<file path="src/sv/scmd_pkg.sv">
// shared types, constants and step tables for the serial command motor drive
package scmd_pkg;

  localparam int NumSteps = 5;
  localparam int StepW    = 3;

  typedef enum logic [2:0] {
    MODE_STOP,
    MODE_FWD,
    MODE_REV,
    MODE_LEFT,
    MODE_RIGHT
  } mode_t;

  // configuration register indexes
  localparam logic [2:0] CFG_PERIOD    = 3'd0;
  localparam logic [2:0] CFG_KICK_PCT  = 3'd1;
  localparam logic [2:0] CFG_KICK_MS   = 3'd2;
  localparam logic [2:0] CFG_STOP_CM   = 3'd3;
  localparam logic [2:0] CFG_BUZZER_MS = 3'd4;
  localparam logic [2:0] CFG_LOOP_MS   = 3'd5;

  // configuration reset values
  localparam logic [15:0] RstPeriod   = 16'd1874;
  localparam logic [6:0]  RstKickPct  = 7'd80;
  localparam logic [9:0]  RstStopCm   = 10'd3;
  localparam logic [15:0] RstBuzzerMs = 16'd2000;
  localparam logic [9:0]  RstLoopMs   = 10'd60;

  // command bytes
  localparam logic [7:0] CMD_FWD     = 8'h77;
  localparam logic [7:0] CMD_REV     = 8'h73;
  localparam logic [7:0] CMD_LEFT    = 8'h61;
  localparam logic [7:0] CMD_RIGHT   = 8'h64;
  localparam logic [7:0] CMD_STOP    = 8'h30;
  localparam logic [7:0] CMD_SPACE   = 8'h20;
  localparam logic [7:0] CMD_DOWN    = 8'h6B;
  localparam logic [7:0] CMD_DOWN_UC = 8'h4B;
  localparam logic [7:0] CMD_UP      = 8'h6C;
  localparam logic [7:0] CMD_UP_UC   = 8'h4C;
  localparam logic [7:0] CMD_BUZZ    = 8'h62;

  // direction pin patterns
  localparam logic [3:0] DIR_NONE  = 4'h0;
  localparam logic [3:0] DIR_FWD   = 4'h5;
  localparam logic [3:0] DIR_REV   = 4'hA;
  localparam logic [3:0] DIR_LEFT  = 4'h1;
  localparam logic [3:0] DIR_RIGHT = 4'h4;

  localparam logic [6:0]  PctFull   = 7'd100;
  localparam logic [15:0] EchoMaxUs = 16'd40000;
  localparam logic [15:0] UsPerCm   = 16'd58;

  // width / 58 as multiply by ceil(2^22 / 58), exact for widths up to 40000
  localparam logic [16:0] DistRecip = 17'd72316;
  localparam int          DistShift = 22;
  // x / 100 as multiply by ceil(2^30 / 100), exact for x below 2^23
  localparam logic [23:0] PctRecip  = 24'd10737419;
  localparam int          PctShift  = 30;

  typedef struct packed {
    logic [15:0] period;
    logic [6:0]  kick_pct;
    logic [9:0]  stop_cm;
    logic [15:0] buzzer_ms;
    logic [9:0]  loop_ms;
  } cfg_t;

  // one result on its way to the scaling stages
  typedef struct packed {
    logic [3:0]  dir;
    logic [6:0]  duty_a;
    logic [6:0]  duty_b;
    logic        kick;
    logic        buzz;
    logic        duty_rpt;
    logic [6:0]  user_pct;
    logic [6:0]  applied_pct;
    logic        dist_rpt;
    logic        dist_neg;
    logic [15:0] width;
    logic        last;
  } entry_t;

  function automatic logic [6:0] user_pct_f(input logic [StepW-1:0] idx);
    logic [6:0] v;
    case (idx)
      3'd0:    v = 7'd5;
      3'd1:    v = 7'd25;
      3'd2:    v = 7'd50;
      3'd3:    v = 7'd75;
      default: v = 7'd100;
    endcase
    return v;
  endfunction

  function automatic logic [6:0] apply_pct_f(input logic [StepW-1:0] idx);
    logic [6:0] v;
    case (idx)
      3'd0:    v = 7'd55;
      3'd1:    v = 7'd61;
      3'd2:    v = 7'd67;
      3'd3:    v = 7'd73;
      default: v = 7'd79;
    endcase
    return v;
  endfunction

endpackage

</file>
<file path="src/sv/scmd_cfg.sv">
// configuration register file
module scmd_cfg (
  input  logic                clk,
  input  logic                rst_n,
  input  logic                cfg_we,
  input  logic [2:0]          cfg_idx,
  input  logic [15:0]         cfg_wdata,
  output scmd_pkg::cfg_t      cfg
);

  scmd_pkg::cfg_t cfg_r;

  always_ff @(posedge clk) begin
    if (!rst_n) begin
      cfg_r.period    <= scmd_pkg::RstPeriod;
      cfg_r.kick_pct  <= scmd_pkg::RstKickPct;
      cfg_r.stop_cm   <= scmd_pkg::RstStopCm;
      cfg_r.buzzer_ms <= scmd_pkg::RstBuzzerMs;
      cfg_r.loop_ms   <= scmd_pkg::RstLoopMs;
    end else if (cfg_we) begin
      case (cfg_idx)
        scmd_pkg::CFG_PERIOD:    cfg_r.period    <= cfg_wdata;
        scmd_pkg::CFG_KICK_PCT:  cfg_r.kick_pct  <= cfg_wdata[6:0];
        // kick hold time only matters to whoever consumes kick_hold
        scmd_pkg::CFG_KICK_MS:   cfg_r           <= cfg_r;
        scmd_pkg::CFG_STOP_CM:   cfg_r.stop_cm   <= cfg_wdata[9:0];
        scmd_pkg::CFG_BUZZER_MS: cfg_r.buzzer_ms <= cfg_wdata;
        scmd_pkg::CFG_LOOP_MS:   cfg_r.loop_ms   <= cfg_wdata[9:0];
        default:                 cfg_r           <= cfg_r;
      endcase
    end
  end

  assign cfg = cfg_r;

endmodule

</file>
<file path="src/sv/scmd_ctrl.sv">
// input register, command decode and motion / buzzer / autostop state
module scmd_ctrl (
  input  logic               clk,
  input  logic               rst_n,
  input  scmd_pkg::cfg_t     cfg,
  input  logic               in_valid,
  output logic               in_ready,
  input  logic               in_func,
  input  logic [7:0]         in_cmd_byte,
  input  logic [15:0]        in_echo_width_us,
  input  logic               in_echo_ok,
  output logic               ent_valid,
  input  logic               ent_ready,
  output scmd_pkg::entry_t   ent
);

  localparam logic [scmd_pkg::StepW-1:0] StepMax = scmd_pkg::StepW'(scmd_pkg::NumSteps - 1);
  localparam logic [scmd_pkg::StepW-1:0] StepRst = scmd_pkg::StepW'(1);
  localparam logic [scmd_pkg::StepW-1:0] StepOne = scmd_pkg::StepW'(1);

  // held input beat
  logic        vld_r;
  logic        func_r;
  logic [7:0]  byte_r;
  logic [15:0] width_r;
  logic        ok_r;
  logic        phase_r;

  // drive state
  scmd_pkg::mode_t             mode_r, mode_nxt;
  logic [scmd_pkg::StepW-1:0]  step_r, step_nxt;
  logic [6:0]                  last_a_r, last_a_nxt;
  logic [6:0]                  last_b_r, last_b_nxt;
  logic [3:0]                  dir_r, dir_nxt;
  logic [15:0]                 buz_left_r, buz_left_nxt;
  logic                        buz_lvl_r, buz_lvl_nxt;

  logic                        is_apply;
  scmd_pkg::mode_t             mode_sel;
  logic [scmd_pkg::StepW-1:0]  step_sel;
  logic [3:0]                  dir_sel;
  logic [6:0]                  user, applied, da, db, kick_clip;
  logic                        ka, kb;
  logic                        dist_neg, near;
  logic [16:0]                 near_lim;
  logic [1:0]                  n_ent;
  scmd_pkg::entry_t            e_kick, e_fin;
  logic                        last_ent, done, accept;

  always_comb begin
    is_apply     = 1'b0;
    mode_sel     = mode_r;
    step_sel     = step_r;
    buz_left_nxt = buz_left_r;
    buz_lvl_nxt  = buz_lvl_r;
    if (!func_r) begin
      case (byte_r)
        scmd_pkg::CMD_FWD: begin
          is_apply = 1'b1;
          mode_sel = scmd_pkg::MODE_FWD;
        end
        scmd_pkg::CMD_REV: begin
          is_apply = 1'b1;
          mode_sel = scmd_pkg::MODE_REV;
        end
        scmd_pkg::CMD_LEFT: begin
          is_apply = 1'b1;
          mode_sel = scmd_pkg::MODE_LEFT;
        end
        scmd_pkg::CMD_RIGHT: begin
          is_apply = 1'b1;
          mode_sel = scmd_pkg::MODE_RIGHT;
        end
        scmd_pkg::CMD_STOP, scmd_pkg::CMD_SPACE: begin
          is_apply = 1'b1;
          mode_sel = scmd_pkg::MODE_STOP;
        end
        scmd_pkg::CMD_DOWN, scmd_pkg::CMD_DOWN_UC: begin
          is_apply = 1'b1;
          if (step_r != '0) step_sel = step_r - StepOne;
        end
        scmd_pkg::CMD_UP, scmd_pkg::CMD_UP_UC: begin
          is_apply = 1'b1;
          if (step_r < StepMax) step_sel = step_r + StepOne;
        end
        scmd_pkg::CMD_BUZZ: buz_left_nxt = cfg.buzzer_ms;
        default: ;
      endcase
    end else begin
      if (buz_left_r != '0) begin
        buz_lvl_nxt  = 1'b1;
        buz_left_nxt = (buz_left_r >= 16'(cfg.loop_ms)) ? buz_left_r - 16'(cfg.loop_ms) : '0;
      end else begin
        buz_lvl_nxt = 1'b0;
      end
    end
  end

  always_comb begin
    user    = scmd_pkg::user_pct_f(step_sel);
    applied = scmd_pkg::apply_pct_f(step_sel);
    da      = '0;
    db      = '0;
    case (mode_sel)
      scmd_pkg::MODE_FWD: begin
        dir_sel = scmd_pkg::DIR_FWD;
        da      = applied;
        db      = applied;
      end
      scmd_pkg::MODE_REV: begin
        dir_sel = scmd_pkg::DIR_REV;
        da      = applied;
        db      = applied;
      end
      scmd_pkg::MODE_LEFT: begin
        dir_sel = scmd_pkg::DIR_LEFT;
        da      = applied;
      end
      scmd_pkg::MODE_RIGHT: begin
        dir_sel = scmd_pkg::DIR_RIGHT;
        db      = applied;
      end
      default: dir_sel = scmd_pkg::DIR_NONE;
    endcase
    kick_clip = (cfg.kick_pct > scmd_pkg::PctFull) ? scmd_pkg::PctFull : cfg.kick_pct;
    ka = (last_a_r == '0) && (da != '0) && (da < cfg.kick_pct);
    kb = (last_b_r == '0) && (db != '0) && (db < cfg.kick_pct);
  end

  // 0 < width/58 <= stop  <=>  58 <= width < 58*(stop+1)
  always_comb begin
    dist_neg = !ok_r || (width_r > scmd_pkg::EchoMaxUs);
    near_lim = 17'(cfg.stop_cm) * 17'(scmd_pkg::UsPerCm) + 17'(scmd_pkg::UsPerCm);
    near     = !dist_neg && (width_r >= scmd_pkg::UsPerCm) && ({1'b0, width_r} < near_lim);
  end

  always_comb begin
    mode_nxt   = mode_r;
    step_nxt   = step_r;
    last_a_nxt = last_a_r;
    last_b_nxt = last_b_r;
    dir_nxt    = dir_r;
    n_ent      = 2'd0;
    if (!func_r) begin
      if (is_apply) begin
        mode_nxt   = mode_sel;
        step_nxt   = step_sel;
        dir_nxt    = dir_sel;
        last_a_nxt = da;
        last_b_nxt = db;
        n_ent      = (ka || kb) ? 2'd2 : 2'd1;
      end
    end else begin
      n_ent = 2'd1;
      if (near) begin
        mode_nxt   = scmd_pkg::MODE_STOP;
        dir_nxt    = scmd_pkg::DIR_NONE;
        last_a_nxt = '0;
        last_b_nxt = '0;
      end
    end
  end

  always_comb begin
    e_kick        = '0;
    e_kick.dir    = dir_sel;
    e_kick.duty_a = ka ? kick_clip : last_a_r;
    e_kick.duty_b = kb ? kick_clip : last_b_r;
    e_kick.kick   = 1'b1;
    e_kick.buzz   = buz_lvl_r;

    e_fin        = '0;
    e_fin.dir    = dir_nxt;
    e_fin.duty_a = last_a_nxt;
    e_fin.duty_b = last_b_nxt;
    e_fin.buzz   = buz_lvl_nxt;
    e_fin.last   = 1'b1;
    if (!func_r) begin
      e_fin.duty_rpt    = 1'b1;
      e_fin.user_pct    = user;
      e_fin.applied_pct = (mode_sel == scmd_pkg::MODE_STOP) ? '0 : applied;
    end else begin
      e_fin.dist_rpt = 1'b1;
      e_fin.dist_neg = dist_neg;
      // zero width on timeout keeps the distance product within 32 bits
      e_fin.width    = dist_neg ? '0 : width_r;
    end
  end

  assign ent       = (n_ent == 2'd2 && !phase_r) ? e_kick : e_fin;
  assign ent_valid = vld_r && (n_ent != 2'd0);
  assign last_ent  = (n_ent != 2'd2) || phase_r;
  assign done      = vld_r && ((n_ent == 2'd0) || (ent_ready && last_ent));
  assign in_ready  = !vld_r || done;
  assign accept    = in_valid && in_ready;

  always_ff @(posedge clk) begin
    if (!rst_n) begin
      vld_r      <= 1'b0;
      phase_r    <= 1'b0;
      mode_r     <= scmd_pkg::MODE_STOP;
      step_r     <= StepRst;
      last_a_r   <= '0;
      last_b_r   <= '0;
      dir_r      <= scmd_pkg::DIR_NONE;
      buz_left_r <= '0;
      buz_lvl_r  <= 1'b0;
    end else begin
      if (accept) begin
        vld_r <= 1'b1;
      end else if (done) begin
        vld_r <= 1'b0;
      end
      if (done) begin
        phase_r    <= 1'b0;
        mode_r     <= mode_nxt;
        step_r     <= step_nxt;
        last_a_r   <= last_a_nxt;
        last_b_r   <= last_b_nxt;
        dir_r      <= dir_nxt;
        buz_left_r <= buz_left_nxt;
        buz_lvl_r  <= buz_lvl_nxt;
      end else if (ent_valid && ent_ready) begin
        // kick beat went out, final beat next
        phase_r <= 1'b1;
      end
    end
  end

  always_ff @(posedge clk) begin
    if (accept) begin
      func_r  <= in_func;
      byte_r  <= in_cmd_byte;
      width_r <= in_echo_width_us;
      ok_r    <= in_echo_ok;
    end
  end

endmodule

</file>
<file path="src/sv/scmd_scale.sv">
// pwm and distance scaling: product stage then reciprocal stage into the output register
module scmd_scale (
  input  logic               clk,
  input  logic               rst_n,
  input  logic [15:0]        period,
  input  logic               ent_valid,
  output logic               ent_ready,
  input  scmd_pkg::entry_t   ent,
  output logic               out_valid,
  input  logic               out_ready,
  output logic [3:0]         out_dir_pins,
  output logic [15:0]        out_pulse_a,
  output logic [15:0]        out_pulse_b,
  output logic               out_kick_hold,
  output logic               out_buzzer_on,
  output logic               out_duty_report,
  output logic [6:0]         out_user_pct,
  output logic [6:0]         out_applied_pct,
  output logic               out_dist_report,
  output logic signed [10:0] out_dist_cm,
  output logic               out_last_of_run
);

  logic              s2_vld_r;
  scmd_pkg::entry_t  s2_ent_r;
  logic [22:0]       prod_a_r, prod_b_r;
  logic [31:0]       dprod_r;

  logic              o_vld_r;
  logic [3:0]        o_dir_r;
  logic [15:0]       o_pa_r, o_pb_r;
  logic              o_kick_r, o_buzz_r, o_drep_r, o_dist_rpt_r, o_last_r;
  logic [6:0]        o_user_r, o_apct_r;
  logic [10:0]       o_dist_r;

  logic              out_take, s2_load;
  logic [46:0]       scl_a, scl_b;
  logic [10:0]       dist_nxt;

  assign out_take  = !o_vld_r || out_ready;
  assign ent_ready = !s2_vld_r || out_take;
  assign s2_load   = ent_valid && ent_ready;

  always_comb begin
    scl_a = 47'(prod_a_r) * 47'(scmd_pkg::PctRecip);
    scl_b = 47'(prod_b_r) * 47'(scmd_pkg::PctRecip);
    if (!s2_ent_r.dist_rpt) begin
      dist_nxt = '0;
    end else if (s2_ent_r.dist_neg) begin
      dist_nxt = '1;
    end else begin
      dist_nxt = 11'(dprod_r >> scmd_pkg::DistShift);
    end
  end

  always_ff @(posedge clk) begin
    if (!rst_n) begin
      s2_vld_r <= 1'b0;
      o_vld_r  <= 1'b0;
    end else begin
      if (ent_ready) s2_vld_r <= ent_valid;
      if (out_take)  o_vld_r  <= s2_vld_r;
    end
  end

  always_ff @(posedge clk) begin
    if (s2_load) begin
      s2_ent_r <= ent;
      prod_a_r <= 23'(period) * 23'(ent.duty_a);
      prod_b_r <= 23'(period) * 23'(ent.duty_b);
      dprod_r  <= 32'(ent.width) * 32'(scmd_pkg::DistRecip);
    end
    if (out_take && s2_vld_r) begin
      o_dir_r      <= s2_ent_r.dir;
      o_pa_r       <= scl_a[scmd_pkg::PctShift +: 16];
      o_pb_r       <= scl_b[scmd_pkg::PctShift +: 16];
      o_kick_r     <= s2_ent_r.kick;
      o_buzz_r     <= s2_ent_r.buzz;
      o_drep_r     <= s2_ent_r.duty_rpt;
      o_user_r     <= s2_ent_r.user_pct;
      o_apct_r     <= s2_ent_r.applied_pct;
      o_dist_rpt_r <= s2_ent_r.dist_rpt;
      o_dist_r     <= dist_nxt;
      o_last_r     <= s2_ent_r.last;
    end
  end

  assign out_valid       = o_vld_r;
  assign out_dir_pins    = o_dir_r;
  assign out_pulse_a     = o_pa_r;
  assign out_pulse_b     = o_pb_r;
  assign out_kick_hold   = o_kick_r;
  assign out_buzzer_on   = o_buzz_r;
  assign out_duty_report = o_drep_r;
  assign out_user_pct    = o_user_r;
  assign out_applied_pct = o_apct_r;
  assign out_dist_report = o_dist_rpt_r;
  assign out_dist_cm     = $signed(o_dist_r);
  assign out_last_of_run = o_last_r;

endmodule

</file>
<file path="src/sv/serial_command_motor_drive.sv">
// serial command motor drive: decode/state stage, pwm product stage, output register
// a result passes the input, product and output registers in that order
// throughput: one input beat per cycle when the output is not stalled; a beat that
// gives a kick result holds the decode stage until both of its result beats are taken
// a stalled result still lets one beat into each earlier stage before in_ready drops
// reset (sync, active low) stops both motors, sets step 1, clears buzzer, loads defaults
module serial_command_motor_drive (
  input  logic               clk,
  input  logic               rst_n,
  input  logic               cfg_we,
  input  logic [2:0]         cfg_idx,
  input  logic [15:0]        cfg_wdata,
  input  logic               in_valid,
  output logic               in_ready,
  input  logic               in_func,
  input  logic [7:0]         in_cmd_byte,
  input  logic [15:0]        in_echo_width_us,
  input  logic               in_echo_ok,
  output logic               out_valid,
  input  logic               out_ready,
  output logic [3:0]         out_dir_pins,
  output logic [15:0]        out_pulse_a,
  output logic [15:0]        out_pulse_b,
  output logic               out_kick_hold,
  output logic               out_buzzer_on,
  output logic               out_duty_report,
  output logic [6:0]         out_user_pct,
  output logic [6:0]         out_applied_pct,
  output logic               out_dist_report,
  output logic signed [10:0] out_dist_cm,
  output logic               out_last_of_run
);

  scmd_pkg::cfg_t   cfg;
  scmd_pkg::entry_t ent;
  logic             ent_valid, ent_ready;

  scmd_cfg u_cfg (
    .clk       (clk),
    .rst_n     (rst_n),
    .cfg_we    (cfg_we),
    .cfg_idx   (cfg_idx),
    .cfg_wdata (cfg_wdata),
    .cfg       (cfg)
  );

  scmd_ctrl u_ctrl (
    .clk              (clk),
    .rst_n            (rst_n),
    .cfg              (cfg),
    .in_valid         (in_valid),
    .in_ready         (in_ready),
    .in_func          (in_func),
    .in_cmd_byte      (in_cmd_byte),
    .in_echo_width_us (in_echo_width_us),
    .in_echo_ok       (in_echo_ok),
    .ent_valid        (ent_valid),
    .ent_ready        (ent_ready),
    .ent              (ent)
  );

  scmd_scale u_scale (
    .clk             (clk),
    .rst_n           (rst_n),
    .period          (cfg.period),
    .ent_valid       (ent_valid),
    .ent_ready       (ent_ready),
    .ent             (ent),
    .out_valid       (out_valid),
    .out_ready       (out_ready),
    .out_dir_pins    (out_dir_pins),
    .out_pulse_a     (out_pulse_a),
    .out_pulse_b     (out_pulse_b),
    .out_kick_hold   (out_kick_hold),
    .out_buzzer_on   (out_buzzer_on),
    .out_duty_report (out_duty_report),
    .out_user_pct    (out_user_pct),
    .out_applied_pct (out_applied_pct),
    .out_dist_report (out_dist_report),
    .out_dist_cm     (out_dist_cm),
    .out_last_of_run (out_last_of_run)
  );

endmodule

</file>
<file path="config.mk">
export PLATFORM = sky130hd
export DESIGN_NAME = serial_command_motor_drive
export DESIGN_NICKNAME = d
export VERILOG_FILES = /design/src/sv/scmd_pkg.sv /design/src/sv/scmd_cfg.sv /design/src/sv/scmd_ctrl.sv /design/src/sv/scmd_scale.sv /design/src/sv/serial_command_motor_drive.sv
export SDC_FILE = /design/constraint.sdc
export NUM_CORES = 2
export LEC_CHECK = 0
export BUFFER_PORTS_ARGS = -buffer_cell sky130_fd_sc_hd__buf_2
export CELL_PAD_IN_SITES_DETAIL_PLACEMENT = 1
export CELL_PAD_IN_SITES_GLOBAL_PLACEMENT = 2
export CORE_AREA = 4 4 295 369
export CTS_CLUSTER_DIAMETER = 100
export DETAILED_ROUTE_END_ITERATION = 8
export DIE_AREA = 0 0 299 373
export HOLD_SLACK_MARGIN = 0.12
export PLACE_DENSITY_LB_ADDON = 0.1
export SKIP_CTS_REPAIR_TIMING = 1
export SLEW_MARGIN = 20
export SYNTH_ARGS = -nofsm -noshare
export SYNTH_HDL_FRONTEND = slang
export SYNTH_SLANG_ARGS = --single-unit
export TNS_END_PERCENT = 100
</file>
<file path="constraint.sdc">
create_clock -name clk -period 12.29 [get_ports clk]
set_input_delay 0.6145 -clock clk [delete_from_list [all_inputs] [get_ports clk]]
set_output_delay 0.6145 -clock clk [all_outputs]
set_load 0.02 [all_outputs]
</file>
==> run summary <==
Outcome -> finished clean
Crit path max fanout -> 9
Initial DRC Count -> 971
Die Area -> 112000 µm²
CP peak stage delay -> 0.69 ns
Cell Area, Synth -> 41900 µm²
Pleak -> 23.2 nW
Synth cell count leaders -> inv_1 (1002), ha_1 (738), fa_1 (630)
Adder-cell share of the synthesized area -> 52.1%
Largest net degree at the start of global routing -> 54
Root Driver -> clkbuf_16
Worst Setup Start Kind -> register
Vias in the first global route -> 32.4k
Placed Area -> 44300 µm²
EDFF count, synth -> 170
Worst path slowest cell -> or4b_1
Total nets after synthesis -> 5594
Worst-path clk slew -> 0.06 ns
Hold Violations, Final -> 0
IO buf count -> 117
Non-filler cells, final -> 5738
DP Worst Slack -> 0.962 ns
Via density per instance -> 4.99
Ant diodes -> 0
Final setup TNS -> 0 ns
First-pass GRT wire length -> 182 mm
# rows -> 133
Ys async rst share -> 0%
# IOs -> 118
Top cell type's share of synthesized area -> 30.1%
Crit. End Element -> register
Area Growth Syn to Fin -> 8.74%
CTS tree -> built
CP required -> 12.59 ns
Chip height -> 373 µm
Synthesized area per cell -> 10.0 µm²
Post-route minimum period -> 11.42 ns
Main combinational cell family by area after synthesis -> adder cells
Final wirelength -> 112 mm
Final Util -> 43.3%
Hold depth -> 1
Seq cells post-synth -> 274
Worst Path Arrival -> 11.72 ns
Number of fill cells in the layout -> 11.8k
Placed Instances -> 5671
Post-synthesis mux area share -> 0.305%
Final hold slack -> 0.207 ns
Drt drc -> 0
RSZ-0062 raised after global routing -> no
Routability-driven placement congestion ratio -> 0.843
Seq/Total Area, Yosys -> 17.2%
Clock Latency Late Sink -> 0.59 ns
# clock sinks -> 274
Simple-Gate Fraction of Synth Area -> 9.15%
CTS H-tree depth -> 2
Final antenna-violating net count -> 0
Max-cap violations -> 0
TritonCTS buffer count -> 37
Synth top area cells -> fa_1 (30%), ha_1 (22%), edfxtp_1 (12%)
Tot Pwr -> 5.19 mW
Initial Utilization -> 39.8%
Gr usage total -> 20.7%
Die W -> 299 µm
Post-DP HPWL -> 96.4 mm
R2R cell count -> 40
# setup viols final -> 0
Yosys top cell by area -> fa_1
Ys Warns -> 0
Core area -> 105000 µm²
Final worst setup slack -> 0.866 ns
Ys flop type -> edfxtp_1
Initial antenna violation count -> 1
Peak VDD IR -> 0.115 mV
Vias -> 28.7k
Hold Path Class -> input pin to register
Fmax -> 0.0875 GHz
Post-DR wirelength/cell -> 19.6 µm
Synth Area in XOR/XNOR -> 2.34%
Netlist cell types -> 87
PD cells -> 114 nW/µm²
Clock buffer depth -> 3
Cells after synthesis -> 4176
Clk_skew -> 0.0510 ns
Slew Limit Fails -> 0
Drt pass-1 iters -> 5
CP Class -> register to register
Slew @ Worst Pin -> 1.06 ns
Nets -> 5711
Rel. slew slack -> 28.6%
Most frequent cell after synthesis -> inv_1
Period utilisation layout -> 93.0%
Design Area, Final -> 45600 µm²
Share of cells above drive strength 1 -> 6.34%
Synth Area in Compound Gates -> 9.04%
GR Overflow Total -> 0
==> path summary, 6_finish.rpt <==
path                         from                     to  slack [ns]
max                 u_cfg.cfg[31]   u_scale.prod_b_r[20]        0.87
min           in_echo_width_us[4]      u_ctrl.width_r[4]        0.21
max reg2reg         u_cfg.cfg[31]   u_scale.prod_b_r[20]        0.87
min reg2reg  u_scale.s2_ent_r[35]  u_scale.out_kick_hold        0.42
==> where the power goes <==
group | internal, mW | switching [mW]
clock | 0.667 | 0.458
combinational | 1.28 | 1.65
sequential | 1.10 | 0.0393
total | 3.05 | 2.14
==> cell usage in the layout, fill, tap and decap left out, drive strengths merged, types with 76 or more instances in the layout <==
| master | n |
|---|---|
| nor2 | 125 |
| fa | 630 |
| o21ai | 94 |
| xnor2 | 76 |
| edfxtp | 170 |
| ha | 738 |
| dfxtp | 104 |
| a21oi | 150 |
| inv | 1005 |
| and2 | 110 |
| buf | 162 |
| nand2 | 250 |
==> cell families (layout without fill, tap and decap cells) <==
family                   after synthesis  in the layout
buffers and inverters               1087           1232
XOR/XNOR                             111            111
flip-flops                           274            274
multiplexers                          11             11
AND/OR/NAND/NOR                      767            767
adder cells (fa/ha/maj)             1368           1368
AO/OA/AOI/OAI                        558            558
==> sequential cells by signal (all words and copies together) (netlist names), 8 cells and up <==
name,cells
u_cfg.cfg,59
u_ctrl.buz_left_r,16
u_ctrl.byte_r,8
u_ctrl.width_r,16
u_scale.dprod_r,10
u_scale.out_dist_cm,11
u_scale.out_pulse_a,16
u_scale.out_pulse_b,16
u_scale.prod_a_r,23
u_scale.prod_b_r,23
u_scale.s2_ent_r,23
==> worst max-delay path: cells and delay by family, from the launching register on <==
family / cells / cell delay (ns)
buf+inv: 6 / 0.35
xor+xnor: 3 / 0.43
compound gates: 14 / 4.24
fa+ha+maj: 10 / 3.70
flops: 1 / 0.39
simple gates: 7 / 2.00
==> layer usage <==
layer | wire length, µm | share of wire (%) | GRT usage [%]
met1 | 47300 | 42 | 25.5
met2 | 59600 | 53 | 38.7
met3 | 2200 | 2.0 | 1.79
met4 | 3320 | 2.9 | 5.68
met5 | 9 | 0.0080 | 0
==> area by class of cell <==
type                            count  area, µm²  share of cell area (%)
Sequential cell                   274       7190                    15.8
Tap cell                         1417       1770                    3.89
Multi-Input combinational cell   2815      30600                    67.2
Inverter                         1003       3760                    8.26
Clock buffer                       49       1030                    2.27
Timing Repair Buffer              162        943                    2.07
Clock inverter                     18        246                   0.541
No activity file was read; power rests on OpenSTA's default activity.
